### config.mk
export PLATFORM = sky130hd
export DESIGN_NAME = heater_fan_thermal_controller_core
export DESIGN_NICKNAME = d
export VERILOG_FILES = /design/src/hw/rtl/hftc_pkg.sv /design/src/hw/rtl/heater_fan_thermal_controller_core.sv
export SDC_FILE = /design/constraint.sdc
export NUM_CORES = 1
export LEC_CHECK = 0
export BUFFER_PORTS_ARGS = -buffer_cell sky130_fd_sc_hd__clkbuf_2
export CAP_MARGIN = 20
export CORE_UTILIZATION = 30
export CTS_CLUSTER_SIZE = 28
export DETAILED_ROUTE_END_ITERATION = 8
export GPL_ROUTABILITY_DRIVEN = 0
export PLACE_DENSITY = 0.56
export SLEW_MARGIN = 20
export SYNTH_ARGS = -nofsm -noshare
export SYNTH_HDL_FRONTEND = slang
export SYNTH_SLANG_ARGS = --single-unit
### constraint.sdc
create_clock -name clk -period 3.25 [get_ports clk]
set_input_delay 0.65 -clock clk [delete_from_list [all_inputs] [get_ports clk]]
set_output_delay 0.65 -clock clk [all_outputs]
set_load 0.005 [all_outputs]
### src/hw/rtl/hftc_pkg.sv
`timescale 1ns / 1ps
// Package for the heater / fan thermal controller.
// Register map, field widths and fixed thresholds. No dependencies.
package hftc_pkg;

	localparam int ADDR_W = 4;
	localparam int DATA_W = 32;

	localparam int WTEMP_W = 8;
	localparam int ATEMP_W = 11;
	localparam int LEVEL_W = 2;
	localparam int CNT_W   = 3;

	// register index, paddr[3:2]
	typedef enum logic [1:0] {
		REG_WATER_LIMIT   = 2'd0,
		REG_CUSTOM_AIR    = 2'd1,
		REG_STORAGE_LEVEL = 2'd2,
		REG_NONE          = 2'd3
	} reg_idx_t;

	// storage level codes
	typedef enum logic [LEVEL_W-1:0] {
		LEVEL_LOW    = 2'd0,
		LEVEL_MID    = 2'd1,
		LEVEL_CUSTOM = 2'd2,
		LEVEL_ALT    = 2'd3
	} level_t;

	typedef enum logic [1:0] {
		FAN_OFF  = 2'd0,
		FAN_LOW  = 2'd1,
		FAN_MID  = 2'd2,
		FAN_HIGH = 2'd3
	} fan_speed_t;

	localparam logic [WTEMP_W-1:0] WATER_LIMIT_RST = 8'd60;
	localparam logic [ATEMP_W-1:0] CUSTOM_AIR_RST  = 11'd700;

	localparam logic [ATEMP_W-1:0] AIR_LIMIT_LOW = 11'd350;
	localparam logic [ATEMP_W-1:0] AIR_LIMIT_MID = 11'd550;
	localparam logic [ATEMP_W-1:0] FAN_AIR_HIGH  = 11'd350;
	localparam logic [ATEMP_W-1:0] FAN_AIR_MID   = 11'd500;
	localparam logic [ATEMP_W:0]   HEAT_HYST     = 12'd10;
	localparam logic [WTEMP_W:0]   WATER_MARGIN  = 9'd5;
	localparam logic [CNT_W-1:0]   CLEAR_TICKS   = 3'd5;
	localparam logic [CNT_W-1:0]   FAN_DEBOUNCE  = 3'd5;

endpackage

### src/hw/rtl/heater_fan_thermal_controller_core.sv
`timescale 1ns / 1ps
// Heater / fan thermal controller: one control tick per transfer.
// An input transfer passes the input register, then the state and result registers.
// Throughput: one tick per cycle unless out_ready stalls; the single state update sets it.
// Reset: arst_n clears all control state, the alarm and fan state and the valid bits;
// configuration returns to water_limit 60, custom_air_limit 700, storage_level 0.
// Depends on hftc_pkg.
module heater_fan_thermal_controller_core
	import hftc_pkg::*;
(
	input  logic                clk,
	input  logic                arst_n,
	// APB configuration
	input  logic                psel,
	input  logic                penable,
	input  logic                pwrite,
	input  logic [ADDR_W-1:0]   paddr,
	input  logic [DATA_W-1:0]   pwdata,
	output logic [DATA_W-1:0]   prdata,
	output logic                pready,
	// input channel
	input  logic                in_valid,
	output logic                in_ready,
	input  logic [WTEMP_W-1:0]  water_temp,
	input  logic [ATEMP_W-1:0]  air_temp,
	input  logic                water_alarm_pin,
	input  logic                heat_alarm_pin,
	input  logic                release_enable,
	input  logic                storage_enable,
	// result channel
	output logic                out_valid,
	input  logic                out_ready,
	output logic                heater_on,
	output logic [1:0]          fan_speed,
	output logic                water_pump_on,
	output logic                air_motor_on,
	output logic                water_alarm,
	output logic                heat_alarm
);

	// configuration registers
	logic [WTEMP_W-1:0] water_limit_q;
	logic [ATEMP_W-1:0] custom_air_q;
	logic [LEVEL_W-1:0] storage_level_q;

	reg_idx_t reg_idx;
	logic     cfg_wr;

	assign reg_idx = reg_idx_t'(paddr[3:2]);
	assign cfg_wr  = psel & penable & pwrite & pready;
	assign pready  = 1'b1;

	always_ff @(posedge clk or negedge arst_n) begin
		if (!arst_n) begin
			water_limit_q   <= WATER_LIMIT_RST;
			custom_air_q    <= CUSTOM_AIR_RST;
			storage_level_q <= LEVEL_W'(LEVEL_LOW);
		end else if (cfg_wr) begin
			case (reg_idx)
				REG_WATER_LIMIT:   water_limit_q   <= pwdata[WTEMP_W-1:0];
				REG_CUSTOM_AIR:    custom_air_q    <= pwdata[ATEMP_W-1:0];
				REG_STORAGE_LEVEL: storage_level_q <= pwdata[LEVEL_W-1:0];
				default: ;
			endcase
		end
	end

	always_comb begin
		case (reg_idx)
			REG_WATER_LIMIT:   prdata = DATA_W'(water_limit_q);
			REG_CUSTOM_AIR:    prdata = DATA_W'(custom_air_q);
			REG_STORAGE_LEVEL: prdata = DATA_W'(storage_level_q);
			default:           prdata = '0;
		endcase
	end

	// input register
	logic               valid_s1;
	logic [WTEMP_W-1:0] water_s1;
	logic [ATEMP_W-1:0] air_s1;
	logic               wpin_s1;
	logic               hpin_s1;
	logic               release_s1;
	logic               storage_s1;

	logic out_valid_q;
	logic advance;

	assign advance  = valid_s1 & (~out_valid_q | out_ready);
	assign in_ready = ~valid_s1 | advance;

	always_ff @(posedge clk or negedge arst_n) begin
		if (!arst_n) begin
			valid_s1 <= 1'b0;
		end else if (in_ready) begin
			valid_s1 <= in_valid;
		end
	end

	always_ff @(posedge clk) begin
		if (in_valid && in_ready) begin
			water_s1   <= water_temp;
			air_s1     <= air_temp;
			wpin_s1    <= water_alarm_pin;
			hpin_s1    <= heat_alarm_pin;
			release_s1 <= release_enable;
			storage_s1 <= storage_enable;
		end
	end

	// controller state
	logic             walarm_q, halarm_q, heater_q, fan_active_q, last_rel_q;
	logic [CNT_W-1:0] wcnt_q, hcnt_q, fcnt_q;
	logic [1:0]       fspeed_q;

	logic             walarm_d, halarm_d, heater_d, fan_active_d, last_rel_d;
	logic [CNT_W-1:0] wcnt_d, hcnt_d, fcnt_d;
	logic [1:0]       fspeed_d;

	logic [ATEMP_W-1:0] air_limit;
	logic [ATEMP_W:0]   air_plus;
	logic [WTEMP_W:0]   water_plus;
	logic [WTEMP_W:0]   wlim_ext;
	logic [1:0]         target;

	always_comb begin
		case (level_t'(storage_level_q))
			LEVEL_LOW: air_limit = AIR_LIMIT_LOW;
			LEVEL_MID: air_limit = AIR_LIMIT_MID;
			default:   air_limit = custom_air_q;
		endcase
	end

	assign air_plus   = {1'b0, air_s1} + HEAT_HYST;
	assign water_plus = {1'b0, water_s1} + WATER_MARGIN;
	assign wlim_ext   = {1'b0, water_limit_q};

	always_comb begin
		if (air_s1 <= FAN_AIR_HIGH)
			target = 2'(FAN_HIGH);
		else if (air_s1 <= FAN_AIR_MID)
			target = 2'(FAN_MID);
		else
			target = 2'(FAN_LOW);
	end

	always_comb begin
		walarm_d     = walarm_q;
		wcnt_d       = wcnt_q;
		halarm_d     = halarm_q;
		hcnt_d       = hcnt_q;
		heater_d     = heater_q;
		fan_active_d = fan_active_q;
		last_rel_d   = last_rel_q;
		fspeed_d     = fspeed_q;
		fcnt_d       = fcnt_q;

		// water alarm: set at once, clear after a run of ticks below the limit
		if (!walarm_q) begin
			if (water_s1 > water_limit_q)
				walarm_d = 1'b1;
		end else if (water_s1 < water_limit_q) begin
			if (wcnt_q < CLEAR_TICKS)
				wcnt_d = wcnt_q + 1'b1;
			else
				walarm_d = 1'b0;
		end else begin
			wcnt_d = '0;
		end
		if (!walarm_d)
			walarm_d = wpin_s1;

		// air alarm, same scheme
		if (!halarm_q) begin
			if (air_s1 > air_limit)
				halarm_d = 1'b1;
		end else if (air_s1 < air_limit) begin
			if (hcnt_q < CLEAR_TICKS)
				hcnt_d = hcnt_q + 1'b1;
			else
				halarm_d = 1'b0;
		end else begin
			hcnt_d = '0;
		end
		if (!halarm_d)
			halarm_d = hpin_s1;

		// heater with hysteresis
		if (!storage_s1 || halarm_d)
			heater_d = 1'b0;
		else if (!heater_q) begin
			if (air_plus <= {1'b0, air_limit})
				heater_d = 1'b1;
		end else if (air_s1 >= air_limit) begin
			heater_d = 1'b0;
		end

		// fan
		if (last_rel_q != release_s1) begin
			last_rel_d   = release_s1;
			fan_active_d = 1'b1;
		end
		if (!release_s1 || walarm_d) begin
			fan_active_d = 1'b0;
			fspeed_d     = 2'(FAN_OFF);
		end else if (fan_active_d) begin
			if (water_plus <= wlim_ext && fspeed_q != target) begin
				if (fcnt_q > FAN_DEBOUNCE)
					fspeed_d = target;
				else
					fcnt_d = fcnt_q + 1'b1;
			end else begin
				fcnt_d = '0;
			end
		end else if (water_plus < wlim_ext) begin
			fan_active_d = 1'b1;
		end
	end

	always_ff @(posedge clk or negedge arst_n) begin
		if (!arst_n) begin
			walarm_q     <= 1'b0;
			wcnt_q       <= '0;
			halarm_q     <= 1'b0;
			hcnt_q       <= '0;
			heater_q     <= 1'b0;
			fan_active_q <= 1'b0;
			last_rel_q   <= 1'b0;
			fspeed_q     <= 2'(FAN_OFF);
			fcnt_q       <= '0;
		end else if (advance) begin
			walarm_q     <= walarm_d;
			wcnt_q       <= wcnt_d;
			halarm_q     <= halarm_d;
			hcnt_q       <= hcnt_d;
			heater_q     <= heater_d;
			fan_active_q <= fan_active_d;
			last_rel_q   <= last_rel_d;
			fspeed_q     <= fspeed_d;
			fcnt_q       <= fcnt_d;
		end
	end

	// result register
	logic release_q;

	always_ff @(posedge clk or negedge arst_n) begin
		if (!arst_n) begin
			out_valid_q <= 1'b0;
		end else if (~out_valid_q | out_ready) begin
			out_valid_q <= valid_s1;
		end
	end

	always_ff @(posedge clk) begin
		if (advance)
			release_q <= release_s1;
	end

	assign out_valid     = out_valid_q;
	assign heater_on     = heater_q;
	assign fan_speed     = fspeed_q;
	assign water_pump_on = walarm_q | release_q;
	assign air_motor_on  = release_q;
	assign water_alarm   = walarm_q;
	assign heat_alarm    = halarm_q;

endmodule

==> results.cfg <==
[routing]
wl_mm = 9.33
ant_nets = 0
drtIter0Drc = 131
drt_pass1_iterations = 4
post_drt_wl_per_cell_um = 14.2
vias_per_cell = 4.77
via_count = 3128
drc = 0

[die]
dieWidth_um = 119
die_height_um = 119
core_area_mm2 = 0.0132
pin_count = 108
fp-row-count = 42
die_area_mm2 = 0.0141
start_util_pct = 30.8

[cts]
clockBufferDepth = 2
cts_buffers = 9
cts-root-buf = clkbuf_16
cts_tree = done
cts.sinks = 63
clk_pin_slew_ns = 0.06
insertion_delay_ns = 0.33
h-tree-depth = 3

[setup_path]
crit_fanout = 4
worstSetupEndpointType = register
critPathArrivalTime_ns = 3.29
worstSetupStartpointType = register
critPathRequiredTime_ns = 3.50
worstSetupPathType = reg -> reg

[sta]
finalSetupViolCount = 0
hold_viol = 0
fin_crit_sh_pct = 93.5
skew_ns = 0.00911
rsz0062_at_grt = false
fmax_mhz = 329
drv_slew = 0
holdWs_ns = 0.462
setup_tns_ns = 0
tightest_slew_ns = 0.921
slew_headroom_pct = 38.6
min_period_ns = 3.04

[logic_synthesis]
synth_ff_type = dfrtp_1
async_reset_ff_share_pct = 61.9
yosysSeqAreaShare_pct = 41.9
synth_edf_count = 24
ys_warn_count = 0
synth_cell_types = 54
synth_seq_cells = 63
syn_inst = 407
synth_area_per_cell_um2 = 10.0
netlist_area_mm2 = 0.00408

[global_routing]
grt_max_degree = 40
grt.met1_usage_pct = 17.3
met3_usage_pct = 3.28
grt_use_met2_pct = 24.5
grt_antenna_before_repair = 0
grt-busiest-layer = met2
grt_pass1_vias = 3316
track_usage_pct = 14.1
overflow = 0
grt_pass1_wl_mm = 15.8

[finish]
diodes = 0
nNetsFinal = 584
fill_cells = 1335
area_growth_pct = 19.3
drive_above_1_share_pct = 23.5

[job]
cap_violations = 0

[pwr]
p_int_mw = 2.07
total_power_mw = 3.01
ir_worst_vdd_uv = 268
power_density_mw_per_mm2 = 618
p_comb_share_pct = 26.9
leakagePower_nw = 2.16
switching_share_pct = 31.3
pwr-share-seq_pct = 37.1
clkPwrFrac_pct = 35.9
switchingPower_uw = 940

[place]
dp_hpwl_mm = 7.30
port_buffers = 62

[status]
outcome = finished, final reports clean

[min_path]
worst_hold_path_type = in -> async
through the flow:
step | utilization (%) | std cells | cell area [µm²] | worst slack (ns)
2_1_floorplan | - | 427 | 4160 | 0.568
3_3_place_gp | 34.1 | 640 | 4520 | 0.312
3_5_place_dp | 34.1 | 640 | 4520 | 0.228
4_1_cts | 36.7 | 656 | 4860 | 0.190
5_1_grt | 36.7 | 656 | 4870 | 0.0464
6_report | 36.7 | 656 | 4870 | 0.212
cell type report:
type | count | area [µm²] | share of cell area [%]
Multi-Input combinational cell | 315 | 2180 | 44.9
Sequential cell | 63 | 1710 | 35.1
Timing Repair Buffer | 65 | 333 | 6.84
Clock buffer | 10 | 250 | 5.14
Tap cell | 176 | 220 | 4.53
Clock inverter | 6 | 91.3 | 1.88
Inverter | 21 | 78.8 | 1.62
final timing paths:
| check | start | endpoint | slack [ns] | cells past startpoint |
|---|---|---|---|---|
| worst max-delay path | water_s1[0] | fcnt_q[0] | 0.21 | 11 |
| worst min-delay path | arst_n | custom_air_q[8] | 0.46 | 1 |
| worst max register to register | water_s1[0] | fcnt_q[0] | 0.21 | 11 |
| worst min register to register | fan_active_q | fan_active_q | 0.48 | 2 |
| max in group asynchronous | arst_n | water_limit_q[6] | 2.21 | 1 |
| min in group clk | fan_active_q | fan_active_q | 0.48 | 2 |
cell usage in the layout, fill, tap and decap left out, types with 9 or more instances in the layout:
| master | instances |
|---|---|
| dfrtp_1 | 29 |
| mux2_2 | 15 |
| inv_1 | 20 |
| ha_1 | 43 |
| nand3_1 | 11 |
| xnor2_1 | 11 |
| nand2_1 | 39 |
| a21oi_1 | 24 |
| conb_1 | 22 |
| nor2_1 | 27 |
| clkbuf_16 | 10 |
| clkbuf_2 | 61 |
| dfstp_2 | 10 |
| edfxtp_1 | 24 |
| mux2i_1 | 9 |
| o21ai_0 | 24 |
synth_stat cells, types with 9 or more instances:
cell type | count | area share [%]
edfxtp_1 | 24 | 18
dfrtp_1 | 29 | 18
mux2i_1 | 9 | 2.2
dfstp_2 | 10 | 6.4
ha_1 | 43 | 13
inv_1 | 20 | 1.8
nand3_1 | 11 | 1.3
nand2_1 | 39 | 3.6
o21ai_0 | 24 | 2.9
mux2_2 | 15 | 4.1
a21oi_1 | 25 | 3.1
buf_4 | 22 | 4.0
nor2_1 | 27 | 2.5
xnor2_1 | 11 | 2.4
power by group through the flow:
stage | Sequential [mW] | Clock (mW) | Combinational (mW)
5_1_grt | 1.14 | 1.14 | 0.933
3_3_place_gp | 1.12 | 0 | 0.769
2_1_floorplan | 1.08 | 0 | 0.612
4_1_cts | 1.12 | 1.11 | 0.815
3_5_place_dp | 1.13 | 0 | 0.809
6_report | 1.12 | 1.08 | 0.810
critical path, stage by stage (launching register included):
cell       delay [ns]
edfxtp_1         0.44
ha_1             0.28
o2111ai_1        0.29
xnor2_1          0.16
ha_1             0.28
a211oi_1         0.26
o221ai_1         0.19
o21a_1           0.22
a211o_1          0.30
a21o_1           0.20
o21a_1           0.20
o22ai_2          0.13
per-layer routing:
metal / vias up / wire (µm) / part of all wire, %
li1: 1569 / - / -
met1: 1473 / 4310 / 46
met2: 73 / 4570 / 49
met3: 13 / 334 / 3.6
met4: 0 / 114 / 1.2
met5: - / 0 / 0
sequential cells by signal, indices dropped and copies added (netlist names):
name / flops
release_s1: 1
wcnt_q: 3
water_alarm: 1
hpin_s1: 1
water_s1: 8
heat_alarm: 1
last_rel_q: 1
wpin_s1: 1
custom_air_q: 11
fan_speed: 2
fan_active_q: 1
valid_s1: 1
heater_on: 1
hcnt_q: 3
storage_level_q: 2
fcnt_q: 3
air_s1: 11
storage_s1: 1
out_valid: 1
water_limit_q: 8
air_motor_on: 1
cell families after synthesis:
family / after synthesis / synth area share [%]
compound gates: 90 / 14.1
xor+xnor: 15 / 3.22
fa+ha+maj: 43 / 13.2
buf+inv: 49 / 6.53
flops: 63 / 41.9
mux: 24 / 6.35
other cells: 2 / 0.184
simple gates: 121 / 14.5
timing repair:
item | in CTS | in global routing
setup buffers | 0 | 0
setup endpoints to repair | 0 | 2
hold buffers | 0 | 0
gates resized for setup | 0 | 1
Note: power is estimated with default switching activity, not from simulation.
